**config.mk**
```make
export PLATFORM = sky130hd
export DESIGN_NAME = controller_frame_parser
export DESIGN_NICKNAME = d
export VERILOG_FILES = /design/src/sv/cfp_pkg.sv /design/src/sv/controller_frame_parser.sv /design/src/sv/cfp_input_reg.sv /design/src/sv/cfp_parse_core.sv /design/src/sv/cfp_result_reg.sv
export SDC_FILE = /design/constraint.sdc
export NUM_CORES = 1
export LEC_CHECK = 0
export BUFFER_PORTS_ARGS = -buffer_cell sky130_fd_sc_hd__buf_2
export CAP_MARGIN = 20
export CORE_UTILIZATION = 30
export CTS_CLUSTER_SIZE = 16
export DETAILED_ROUTE_END_ITERATION = 8
export SYNTH_ARGS = -nofsm -noshare
export SYNTH_HDL_FRONTEND = slang
export SYNTH_SLANG_ARGS = --single-unit
```
**constraint.sdc**
```tcl
create_clock -name clk -period 7.2 [get_ports clk]
set_clock_uncertainty 0.2 [all_clocks]
set_input_delay 0 -clock clk [delete_from_list [all_inputs] [get_ports clk]]
set_output_delay 0 -clock clk [all_outputs]
set_load 0.005 [all_outputs]
```
**src/sv/cfp_pkg.sv**
```systemverilog
// ----------------------------------------------------------------------------
// cfp_pkg
// shared types and constants of the controller frame parser
// ----------------------------------------------------------------------------
package cfp_pkg;

    typedef enum logic [1:0]
    {
        PH_START,
        PH_BETWEEN,
        PH_FRAME,
        PH_SKIP
    } phase_t;

    // error codes
    localparam logic [2:0] ERR_NONE      = 3'd0;
    localparam logic [2:0] ERR_BAD_START = 3'd1;
    localparam logic [2:0] ERR_CHECKSUM  = 3'd2;
    localparam logic [2:0] ERR_BAD_TYPE  = 3'd3;
    localparam logic [2:0] ERR_TRUNCATED = 3'd4;

    // frame kinds
    localparam logic [2:0] KIND_BUTTON = 3'd0;
    localparam logic [2:0] KIND_COLOR  = 3'd1;
    localparam logic [2:0] KIND_ACCEL  = 3'd2;
    localparam logic [2:0] KIND_MAGNET = 3'd3;
    localparam logic [2:0] KIND_QUAT   = 3'd4;
    localparam logic [2:0] KIND_GYRO   = 3'd5;
    localparam logic [2:0] KIND_LOC    = 3'd6;

    // characters
    localparam logic [7:0] CHAR_BANG  = 8'h21;
    localparam logic [7:0] CHAR_B     = 8'h42;
    localparam logic [7:0] CHAR_C     = 8'h43;
    localparam logic [7:0] CHAR_A     = 8'h41;
    localparam logic [7:0] CHAR_M     = 8'h4D;
    localparam logic [7:0] CHAR_Q     = 8'h51;
    localparam logic [7:0] CHAR_G     = 8'h47;
    localparam logic [7:0] CHAR_L     = 8'h4C;
    localparam logic [7:0] CHAR_ONE   = 8'h31;
    localparam logic [7:0] CHAR_ZERO  = 8'h30;
    localparam logic [7:0] CHAR_CR    = 8'h0D;
    localparam logic [7:0] CHAR_LF    = 8'h0A;

    // frame lengths including start and checksum bytes
    localparam logic [3:0] LEN_BUTTON = 4'd5;
    localparam logic [3:0] LEN_COLOR  = 4'd6;
    localparam logic [3:0] LEN_SENSOR = 4'd9;
    localparam logic [3:0] LEN_QUAT   = 4'd11;

    typedef struct packed
    {
        logic [7:0] rx_byte;
        logic       buffer_last;
    } in_word_t;

    typedef struct packed
    {
        logic        frame_valid;
        logic [2:0]  frame_kind;
        logic [7:0]  button_number;
        logic        button_pressed;
        logic [23:0] color_value;
        logic [2:0]  error_code;
        logic        buffer_done;
        logic        buffer_ok;
    } result_t;

    typedef struct packed
    {
        logic       known;
        logic [2:0] kind;
        logic [3:0] length;
    } type_info_t;

    function automatic type_info_t type_lookup(input logic [7:0] letter);
        type_info_t info;
        info.known  = 1'b1;
        info.kind   = KIND_BUTTON;
        info.length = 4'd0;
        unique case (letter)
            CHAR_B:
            begin
                info.kind   = KIND_BUTTON;
                info.length = LEN_BUTTON;
            end
            CHAR_C:
            begin
                info.kind   = KIND_COLOR;
                info.length = LEN_COLOR;
            end
            CHAR_A:
            begin
                info.kind   = KIND_ACCEL;
                info.length = LEN_SENSOR;
            end
            CHAR_M:
            begin
                info.kind   = KIND_MAGNET;
                info.length = LEN_SENSOR;
            end
            CHAR_Q:
            begin
                info.kind   = KIND_QUAT;
                info.length = LEN_QUAT;
            end
            CHAR_G:
            begin
                info.kind   = KIND_GYRO;
                info.length = LEN_SENSOR;
            end
            CHAR_L:
            begin
                info.kind   = KIND_LOC;
                info.length = LEN_SENSOR;
            end
            default:
            begin
                info.known = 1'b0;
            end
        endcase
        return info;
    endfunction

endpackage

```
**src/sv/controller_frame_parser.sv**
```systemverilog
// ----------------------------------------------------------------------------
// controller_frame_parser
// path: an accepted byte is held in the input register, and its result, if any,
//   is then loaded into the result register
// throughput: one byte per cycle while the consumer keeps out_ready high
// reset: rst_n clears all parser state and both valid flags; the parser then
//   expects the start of a new receive buffer
// ----------------------------------------------------------------------------
module controller_frame_parser
(
    input  logic        clk,
    input  logic        rst_n,
    // byte input
    input  logic        in_valid,
    output logic        in_ready,
    input  logic [7:0]  rx_byte,
    input  logic        buffer_last,
    // result output
    output logic        out_valid,
    input  logic        out_ready,
    output logic        frame_valid,
    output logic [2:0]  frame_kind,
    output logic [7:0]  button_number,
    output logic        button_pressed,
    output logic [23:0] color_value,
    output logic [2:0]  error_code,
    output logic        buffer_done,
    output logic        buffer_ok
);
    import cfp_pkg::*;

    logic     hold_valid;
    in_word_t hold_word;
    logic     advance;
    logic     emit;
    result_t  step_result;
    result_t  held;

    // a held word moves on when the result slot is free or being drained;
    // words that give no result still step the parser and leave the slot empty
    assign advance = hold_valid && (!out_valid || out_ready);

    // input register: one word deep, refilled in the same cycle it drains
    cfp_input_reg u_input
    (
        .clk         (clk),
        .rst_n       (rst_n),
        .in_valid    (in_valid),
        .in_ready    (in_ready),
        .rx_byte     (rx_byte),
        .buffer_last (buffer_last),
        .advance     (advance),
        .hold_valid  (hold_valid),
        .hold_word   (hold_word)
    );

    // frame parser: phase, position, checksum and captured payload
    cfp_parse_core u_core
    (
        .clk    (clk),
        .rst_n  (rst_n),
        .step   (advance),
        .word   (hold_word),
        .emit   (emit),
        .result (step_result)
    );

    // result register toward the consumer
    cfp_result_reg u_result
    (
        .clk       (clk),
        .rst_n     (rst_n),
        .load      (advance),
        .emit      (emit),
        .result    (step_result),
        .out_ready (out_ready),
        .out_valid (out_valid),
        .held      (held)
    );

    assign frame_valid    = held.frame_valid;
    assign frame_kind     = held.frame_kind;
    assign button_number  = held.button_number;
    assign button_pressed = held.button_pressed;
    assign color_value    = held.color_value;
    assign error_code     = held.error_code;
    assign buffer_done    = held.buffer_done;
    assign buffer_ok      = held.buffer_ok;

endmodule

```
**src/sv/cfp_input_reg.sv**
```systemverilog
// ----------------------------------------------------------------------------
// cfp_input_reg
// input register stage, takes a new word whenever the stage is empty or drains
// ----------------------------------------------------------------------------
module cfp_input_reg
(
    input  logic               clk,
    input  logic               rst_n,
    input  logic               in_valid,
    output logic               in_ready,
    input  logic [7:0]         rx_byte,
    input  logic               buffer_last,
    input  logic               advance,
    output logic               hold_valid,
    output cfp_pkg::in_word_t  hold_word
);
    import cfp_pkg::*;

    logic     valid_reg;
    logic     valid_next;
    in_word_t word_reg;

    assign in_ready   = !valid_reg || advance;
    assign hold_valid = valid_reg;
    assign hold_word  = word_reg;

    always_comb
    begin
        valid_next = valid_reg;
        if (in_ready)
        begin
            valid_next = in_valid;
        end
    end

    always_ff @(posedge clk or negedge rst_n)
    begin
        if (!rst_n)
        begin
            valid_reg <= 1'b0;
        end
        else
        begin
            valid_reg <= valid_next;
        end
    end

    always_ff @(posedge clk)
    begin
        if (in_ready && in_valid)
        begin
            word_reg.rx_byte     <= rx_byte;
            word_reg.buffer_last <= buffer_last;
        end
    end

endmodule

```
**src/sv/cfp_parse_core.sv**
```systemverilog
// ----------------------------------------------------------------------------
// cfp_parse_core
// parser state and the per-byte step that updates it
// ----------------------------------------------------------------------------
module cfp_parse_core
(
    input  logic               clk,
    input  logic               rst_n,
    input  logic               step,
    input  cfp_pkg::in_word_t  word,
    output logic               emit,
    output cfp_pkg::result_t   result
);
    import cfp_pkg::*;

    phase_t      phase_reg,   phase_next;
    logic [3:0]  pos_reg,     pos_next;
    logic [3:0]  len_reg,     len_next;
    logic [7:0]  sum_reg,     sum_next;
    logic [2:0]  kind_reg,    kind_next;
    logic [7:0]  digit_reg,   digit_next;
    logic        press_reg,   press_next;
    logic [23:0] color_reg,   color_next;
    logic        latched_reg, latched_next;

    logic [7:0]  b;
    logic        last;
    logic [2:0]  err;
    logic        good;
    type_info_t  info;

    assign b    = word.rx_byte;
    assign last = word.buffer_last;
    assign info = type_lookup(b);

    always_comb
    begin
        phase_next   = phase_reg;
        pos_next     = pos_reg;
        len_next     = len_reg;
        sum_next     = sum_reg;
        kind_next    = kind_reg;
        digit_next   = digit_reg;
        press_next   = press_reg;
        color_next   = color_reg;
        latched_next = latched_reg;
        err          = ERR_NONE;
        good         = 1'b0;
        emit         = 1'b0;
        result       = '0;

        unique case (phase_reg)
            PH_START, PH_BETWEEN:
            begin
                if (phase_reg == PH_BETWEEN && (b == CHAR_CR || b == CHAR_LF))
                begin
                    // line ending between frames
                end
                else if (b == CHAR_BANG)
                begin
                    phase_next = PH_FRAME;
                    pos_next   = 4'd1;
                    len_next   = 4'd0;
                    sum_next   = CHAR_BANG;
                    kind_next  = KIND_BUTTON;
                    digit_next = 8'd0;
                    press_next = 1'b0;
                    color_next = 24'd0;
                end
                else
                begin
                    err = ERR_BAD_START;
                end
            end
            PH_FRAME:
            begin
                if (pos_reg == 4'd1)
                begin
                    if (info.known)
                    begin
                        kind_next = info.kind;
                        len_next  = info.length;
                        sum_next  = sum_reg + b;
                        pos_next  = 4'd2;
                    end
                    else
                    begin
                        err = ERR_BAD_TYPE;
                    end
                end
                else if ({1'b0, pos_reg} + 5'd1 < {1'b0, len_reg})
                begin
                    if (kind_reg == KIND_BUTTON)
                    begin
                        if (pos_reg == 4'd2)
                        begin
                            digit_next = b - CHAR_ZERO;
                        end
                        else if (pos_reg == 4'd3)
                        begin
                            press_next = (b == CHAR_ONE);
                        end
                    end
                    else if (kind_reg == KIND_COLOR)
                    begin
                        color_next = {color_reg[15:0], b};
                    end
                    sum_next = sum_reg + b;
                    pos_next = pos_reg + 4'd1;
                end
                else
                begin
                    if (b == ~sum_reg)
                    begin
                        good       = 1'b1;
                        emit       = 1'b1;
                        phase_next = PH_BETWEEN;
                    end
                    else
                    begin
                        err = ERR_CHECKSUM;
                    end
                end
                if (err == ERR_NONE && !good && last)
                begin
                    err = ERR_TRUNCATED;
                end
            end
            PH_SKIP:
            begin
                // rest of buffer ignored
            end
            default:
            begin
            end
        endcase

        if (err != ERR_NONE)
        begin
            latched_next = 1'b1;
            phase_next   = PH_SKIP;
            emit         = 1'b1;
        end

        if (good)
        begin
            result.frame_valid = 1'b1;
            result.frame_kind  = kind_reg;
            if (kind_reg == KIND_BUTTON)
            begin
                result.button_number  = digit_reg;
                result.button_pressed = press_reg;
            end
            else if (kind_reg == KIND_COLOR)
            begin
                result.color_value = color_reg;
            end
        end
        result.error_code = err;

        if (last)
        begin
            emit               = 1'b1;
            result.buffer_done = 1'b1;
            result.buffer_ok   = !(latched_reg || err != ERR_NONE);
            phase_next         = PH_START;
            pos_next           = 4'd0;
            len_next           = 4'd0;
            sum_next           = 8'd0;
            latched_next       = 1'b0;
        end
    end

    always_ff @(posedge clk or negedge rst_n)
    begin
        if (!rst_n)
        begin
            phase_reg   <= PH_START;
            pos_reg     <= 4'd0;
            len_reg     <= 4'd0;
            sum_reg     <= 8'd0;
            kind_reg    <= KIND_BUTTON;
            digit_reg   <= 8'd0;
            press_reg   <= 1'b0;
            color_reg   <= 24'd0;
            latched_reg <= 1'b0;
        end
        else if (step)
        begin
            phase_reg   <= phase_next;
            pos_reg     <= pos_next;
            len_reg     <= len_next;
            sum_reg     <= sum_next;
            kind_reg    <= kind_next;
            digit_reg   <= digit_next;
            press_reg   <= press_next;
            color_reg   <= color_next;
            latched_reg <= latched_next;
        end
    end

endmodule

```
**src/sv/cfp_result_reg.sv**
```systemverilog
// ----------------------------------------------------------------------------
// cfp_result_reg
// result register, holds one result until the consumer takes it
// ----------------------------------------------------------------------------
module cfp_result_reg
(
    input  logic              clk,
    input  logic              rst_n,
    input  logic              load,
    input  logic              emit,
    input  cfp_pkg::result_t  result,
    input  logic              out_ready,
    output logic              out_valid,
    output cfp_pkg::result_t  held
);
    import cfp_pkg::*;

    logic    valid_reg;
    logic    valid_next;
    result_t result_reg;

    assign out_valid = valid_reg;
    assign held      = result_reg;

    always_comb
    begin
        priority if (load)
        begin
            valid_next = emit;
        end
        else if (out_ready)
        begin
            valid_next = 1'b0;
        end
        else
        begin
            valid_next = valid_reg;
        end
    end

    always_ff @(posedge clk or negedge rst_n)
    begin
        if (!rst_n)
        begin
            valid_reg <= 1'b0;
        end
        else
        begin
            valid_reg <= valid_next;
        end
    end

    always_ff @(posedge clk)
    begin
        if (load && emit)
        begin
            result_reg <= result;
        end
    end

endmodule

```
==> results.cfg, run 1 <==
[status]
outcome = finished clean

[setup_path]
cp_cell_sequence = ha_1 -> and3_1 -> nor4b_2 -> o211a_1 -> nor2_1 -> a21oi_4 -> buf_4
cp.arrival_ns = 3.39
timing.critical_path.fanout_max = 42
crit_path_top_delay_cell = sky130_fd_sc_hd__edfxtp_1
critPathCaptureType = register
worst_ep_required_time_ns = 6.99
setup_crit_path_kind = register to register
crit_buf_inv = 1
setup.worst_path.start_class = register
critical-path-top-delay-family = simple AND/OR/NAND/NOR gates
crit_path_max_incr_delay_ns = 0.62

[finish]
layout-drive-gt1-share_pct = 20.6
largest_register_ffs = 42
fin_cells = 758
layout.nets = 559
mostFrequentLayoutCells = sky130_fd_sc_hd__dfrtp_1 (57), sky130_fd_sc_hd__buf_2 (56), sky130_fd_sc_hd__nand2_1 (55)
syn_to_final_growth_pct = 17.6
mostFrequentLayoutCell = sky130_fd_sc_hd__dfrtp_1
antenna_cells_inserted = 0

[clock_tree]
clock_tree.root_cell = sky130_fd_sc_hd__clkbuf_16
clock_insertion_delay_worst_skew_ns = 0.36
postCtsResizedCells = 0
clock_slew_seen_by_the_registers_of_the_worst_setup_and_hold_paths_ns = 0.07
clock-sinks = 108
ctsLongestPathBuffers = 2
cts_tree = built
number_of_buffers_created_by_cts = 9
clock_tree.htree_level_count = 3

[detailed_routing]
drt_first_iter_violations = 217
drt.antenna.violating_nets = 0
wirelength_um = 11600
post_drt_wl_per_cell_um = 15.3
drcViolationCount = 0
first_pass_iteration_count_of_the_detailed_router = 5
detailroute.via_count = 3666
drt-vias-per-instance = 4.84

[timing]
post-route-period-util_pct = 49.9
tns_ns = 0
fin_hold_ws_ns = 0.124
maxSlewHeadroom_pct = 42.7
maxSlewViolCount = 0
layout_min_cycle_time_ns = 3.59
report.final.hold_viol_count = 0
rsz0062_at_grt = false
worst-slew-pin-transition_ns = 0.853
clock.fmax_mhz = 278
final-setup-viol-count = 0

[synthesis]
syn_warnings = 0
yosys_most_used_dff = sky130_fd_sc_hd__dfrtp_1
synth_top_cell_by_area = sky130_fd_sc_hd__edfxtp_1
synth_area_sq_mm = 0.00531
synth_enable_flop_cells = 51
yosys.cell_types.count = 70
synthCells = 468
yosysTopAreaCellShare_pct = 28.8
yosys_register_bits = 108
synth.yosys.seq_area_share_pct = 55.7
synth.top_cells.by_area = sky130_fd_sc_hd__edfxtp_1 (29%), sky130_fd_sc_hd__dfrtp_1 (27%), sky130_fd_sc_hd__and3_1 (4.5%)
synth_area_per_cell_sq_um = 11.3
synthesis.nets = 499
synth-async-reset-ratio_pct = 52.8

[min_path]
hold_class = input port to asynchronous set/reset pin

[grt]
total_track_usage_pct = 13.7
global_route_wire_length_before_repair_um = 19200
grt_overflow_total = 0
initial_antenna_violation_count = 0
grt_pass1_vias = 3674
largest_net_degree_at_the_start_of_global_routing = 58

[power]
power.density_cell_area_mw_per_mm2 = 332
p_total_mw = 2.08
leakage_component_of_the_power_nw = 2.81
peak_supply_drop_v = 0.000135

[place]
detailedPlacementHpwl_um = 8340
post-place-cells = 729
globalplace.congestion = 0.850
port_buffers = 56

[floorplan]
core-area_sq_mm = 0.0173
dieArea_sq_mm = 0.0182
floorplan.initialDensity_pct = 30.7
rows = 48
io-pin-count = 57
die_y_um = 135
die_width_um = 135

[run]
number_of_maximum_capacitance_constraint_violations = 0
-- through the flow --
| stage | setup slack, ns | instance area (sq um) | utilization (%) |
|---|---|---|---|
| detailed placement | 3.60 | 5790 | 33.5 |
| finish | 3.61 | 6250 | 36.1 |
| global route | 3.36 | 6250 | 36.1 |
| global placement | 3.79 | 5780 | 33.4 |
| floorplan | 2.34 | 5310 | - |
| CTS | 3.61 | 6250 | 36.1 |
-- cell usage after synthesis, types with 10 or more instances --
master / instances
sky130_fd_sc_hd__dfrtp_1: 57
sky130_fd_sc_hd__nand2_1: 55
sky130_fd_sc_hd__edfxtp_1: 51
sky130_fd_sc_hd__and3_1: 38
sky130_fd_sc_hd__o21ai_0: 34
sky130_fd_sc_hd__inv_1: 22
sky130_fd_sc_hd__nor2_1: 20
sky130_fd_sc_hd__ha_1: 17
sky130_fd_sc_hd__a21oi_1: 15
sky130_fd_sc_hd__clkbuf_1: 12
sky130_fd_sc_hd__mux2i_1: 10
-- worst paths after layout --
path,cells after the start,end,start,slack (ns)
setup / recovery,7,u_result.held[1],u_input.hold_word[4],3.61
setup reg to reg,7,u_result.held[1],u_input.hold_word[4],3.61
max in group asynchronous,3,u_core.pos_reg[1],rst_n,6.19
hold reg to reg,2,u_core.color_reg[16],u_core.color_reg[16],0.28
hold / removal,3,u_core.color_reg[16],rst_n,0.12
min in group clk,2,u_input.hold_word[3],rx_byte[2],0.14
-- power breakdown --
group	switching (mW)	total, mW	internal (mW)
registers	0.0925	0.896	0.804
clock network	0.228	0.538	0.309
logic	0.386	0.642	0.256
-- area by class of cell --
class                   count  area [sq um]
clock buffers              10           229
inverters                  22          82.6
fillers                  1726         11000
clock inverters             6          93.8
repair buffers             74           452
well taps                 225           282
flip-flops and latches    108          2960
multi-input cells         313          2150
-- cell families (layout without fill, tap and decap cells) --
kind of cell	Yosys count	in the layout	synth area share, %
buffers and inverters	47	112	4.12
AND/OR/NAND/NOR	168	168	17.7
XOR/XNOR	10	10	1.65
flip-flops	108	108	55.7
multiplexers	20	20	4.15
adder cells (fa/ha/maj)	19	19	4.59
AO/OA/AOI/OAI	96	96	12.0
-- tightest hold or removal path: cells and delay by family --
| family | cells | cell delay, ns |
|---|---|---|
| buf+inv | 3 | 1.19 |
-- per-layer routing --
layer | GRT usage, % | share of wire, % | vias to the layer above
met5 | 0 | 0 | -
met4 | 7.24 | 2.5 | 0
met3 | 2.89 | 5.0 | 18
met2 | 21.0 | 46 | 84
met1 | 18.2 | 46 | 1758
li1 | - | - | 1806
-- repair_timing --
| item | 4_1_cts | 5_1_grt |
|---|---|---|
| setup buffers | 0 | 0 |
| endpoints found under the hold margin | 68 | 0 |
| hold buffers | 13 | 0 |
| setup endpoints to repair | 0 | 0 |
(Power assumes the default switching activity.)
==> inputs of run 2 (changes only) <==
Clock period 7.2 ns to 3.4 ns, I/O delays scaled along.
==> run 2 against run 1 <==
  * The flow now finishes with violations (negative hold slack)
  * Sequential power is 110% higher
  * Cell area grew 1.4%
  * First-iteration DRC count up 39%
  * Die area did not move
  * Core utilization increased by 0.51 points
  * Register-to-register slack worse by 3.4 ns
  * Via count rose by 1.6%
  * Critical path type unchanged
  * Largest cell class unchanged
==> results.cfg, run 2 (synthesis gave the netlist of run 1 again) <==
[floorplan]
floorplan.initialDensity_pct = 30.7
rows = 48
io-pin-count = 57
dieArea_sq_mm = 0.0182
die_y_um = 135
die_width_um = 135
core-area_sq_mm = 0.0173

[place]
post-place-cells = 737
globalplace.congestion = 0.844
detailedPlacementHpwl_um = 8170
dpl_worst_slack_ns = 0.265
port_buffers = 56

[grt]
global_route_wire_length_before_repair_um = 18400
grt_overflow_total = 0
grt_pass1_vias = 3520
largest_net_degree_at_the_start_of_global_routing = 49
total_track_usage_pct = 13.1
initial_antenna_violation_count = 0

[clock_tree]
number_of_buffers_created_by_cts = 9
clock_tree.root_cell = sky130_fd_sc_hd__clkbuf_16
clock-sinks = 108
cts_setup_buffers = 0
clock_slew_seen_by_the_registers_of_the_worst_setup_and_hold_paths_ns = 0.08
clock_insertion_delay_worst_skew_ns = 0.36
clock_tree.htree_level_count = 3
cts_tree = built
ctsLongestPathBuffers = 2

[detailed_routing]
drt-vias-per-instance = 4.86
drt.antenna.violating_nets = 0
post_drt_wl_per_cell_um = 14.9
drcViolationCount = 0
wirelength_um = 11400
detailroute.via_count = 3724
first_pass_iteration_count_of_the_detailed_router = 4
drt_first_iter_violations = 301

[finish]
syn_to_final_growth_pct = 19.3
mostFrequentLayoutCells = sky130_fd_sc_hd__dfrtp_1 (57), sky130_fd_sc_hd__buf_2 (56), sky130_fd_sc_hd__nand2_1 (55)
final_core_utilization_pct = 36.6
nFillCells = 1709
mostFrequentLayoutCell = sky130_fd_sc_hd__dfrtp_1
layout-drive-gt1-share_pct = 22.3
ff_latch_area_sq_mm = 0.00296
antenna_cells_inserted = 0
largest_register_ffs = 42
layout.nets = 568
multi_input_comb_area_sq_mm = 0.00215
fin_cells = 767

[timing]
report.final.hold_viol_count = 20
worst-slew-pin-transition_ns = 0.589
clock.fmax_mhz = 316
layout_min_cycle_time_ns = 3.16
final-setup-viol-count = 0
post-route-period-util_pct = 93.0
fin_hold_ws_ns = -0.0300
rsz0062_at_grt = false
maxSlewHeadroom_pct = 60.5
tns_ns = 0
maxSlewViolCount = 0
timing.final.ws_setup_ns = 0.238

[power]
leakage_component_of_the_power_nw = 2.86
peak_supply_drop_v = 0.000266
power.density_cell_area_mw_per_mm2 = 688

[setup_path]
crit_path_top_delay_cell = sky130_fd_sc_hd__dfrtp_1
cp.arrival_ns = 3.01
cp_cell_sequence = inv_1 -> ha_1 -> inv_1 -> ha_1 -> a21bo_2 -> a21oi_2 -> nor3_1 -> a31oi_1 -> a21oi_1 -> a21oi_4 -> buf_12
crit_path_max_incr_delay_ns = 0.44
critical-path-top-delay-family = compound AO/OA/AOI/OAI gates
timing.critical_path.fanout_max = 42
setup.worst_path.start_class = register
crit_buf_inv = 3
setup_crit_path_kind = register to register
worst_ep_required_time_ns = 3.25
critPathCaptureType = register

[status]
outcome = complete, but fails checks
violations = negative hold slack

[run]
number_of_maximum_capacitance_constraint_violations = 0

[min_path]
hold_class = input port to asynchronous set/reset pin
## run 2: what timing repair did
action	in CTS	in global routing
resized for setup	0	0
endpoints found under the hold margin	51	0
endpoints found under the setup margin	0	0
hold buffers	13	0
## run 2: worst paths after layout
check                                     start              endpoint  slack, ns  depth (start not counted)
min in group clk                     rx_byte[1]  u_input.hold_word[2]       0.14                          2
min                                       rst_n  u_core.color_reg[17]      -0.03                          2
max                           u_core.pos_reg[0]     u_result.held[20]       0.24                         11
max reg2reg                   u_core.pos_reg[0]     u_result.held[20]       0.24                         11
min reg2reg                u_core.color_reg[16]  u_core.color_reg[16]       0.28                          2
max in group asynchronous                 rst_n    u_result.out_valid       2.37                          3
## run 2: layout make-up
class / instances / area share (%)
multi-input combinational: 313 / 34.0
clock inverter: 7 / 1.36
timing repair buffer: 83 / 8.65
tap: 225 / 4.44
clock buffer: 9 / 3.55
inverter: 22 / 1.30
sequential: 108 / 46.7
## run 2: per-layer routing
layer	track usage [%]	share of wire (%)
met5	0	0
met2	20.1	46
met1	18.0	48
met4	6.18	2.2
met3	2.06	3.9
## run 2: per-stage QoR
step / hold slack [ns] / area [sq um] / power [mW]
2_1_floorplan: -0.496 / 5330 / 2.85
3_3_place_gp: -0.0187 / 5870 / 3.25
3_5_place_dp: -0.0182 / 5870 / 3.30
4_1_cts: 0.139 / 6310 / 4.38
5_1_grt: 0.0297 / 6340 / 4.62
6_report: -0.0300 / 6340 / 4.36
## run 2: where the power goes
group,switching (mW),internal (mW)
Clock,0.540,0.532
Sequential,0.177,1.70
Combinational,0.837,0.574
Total,1.55,2.80
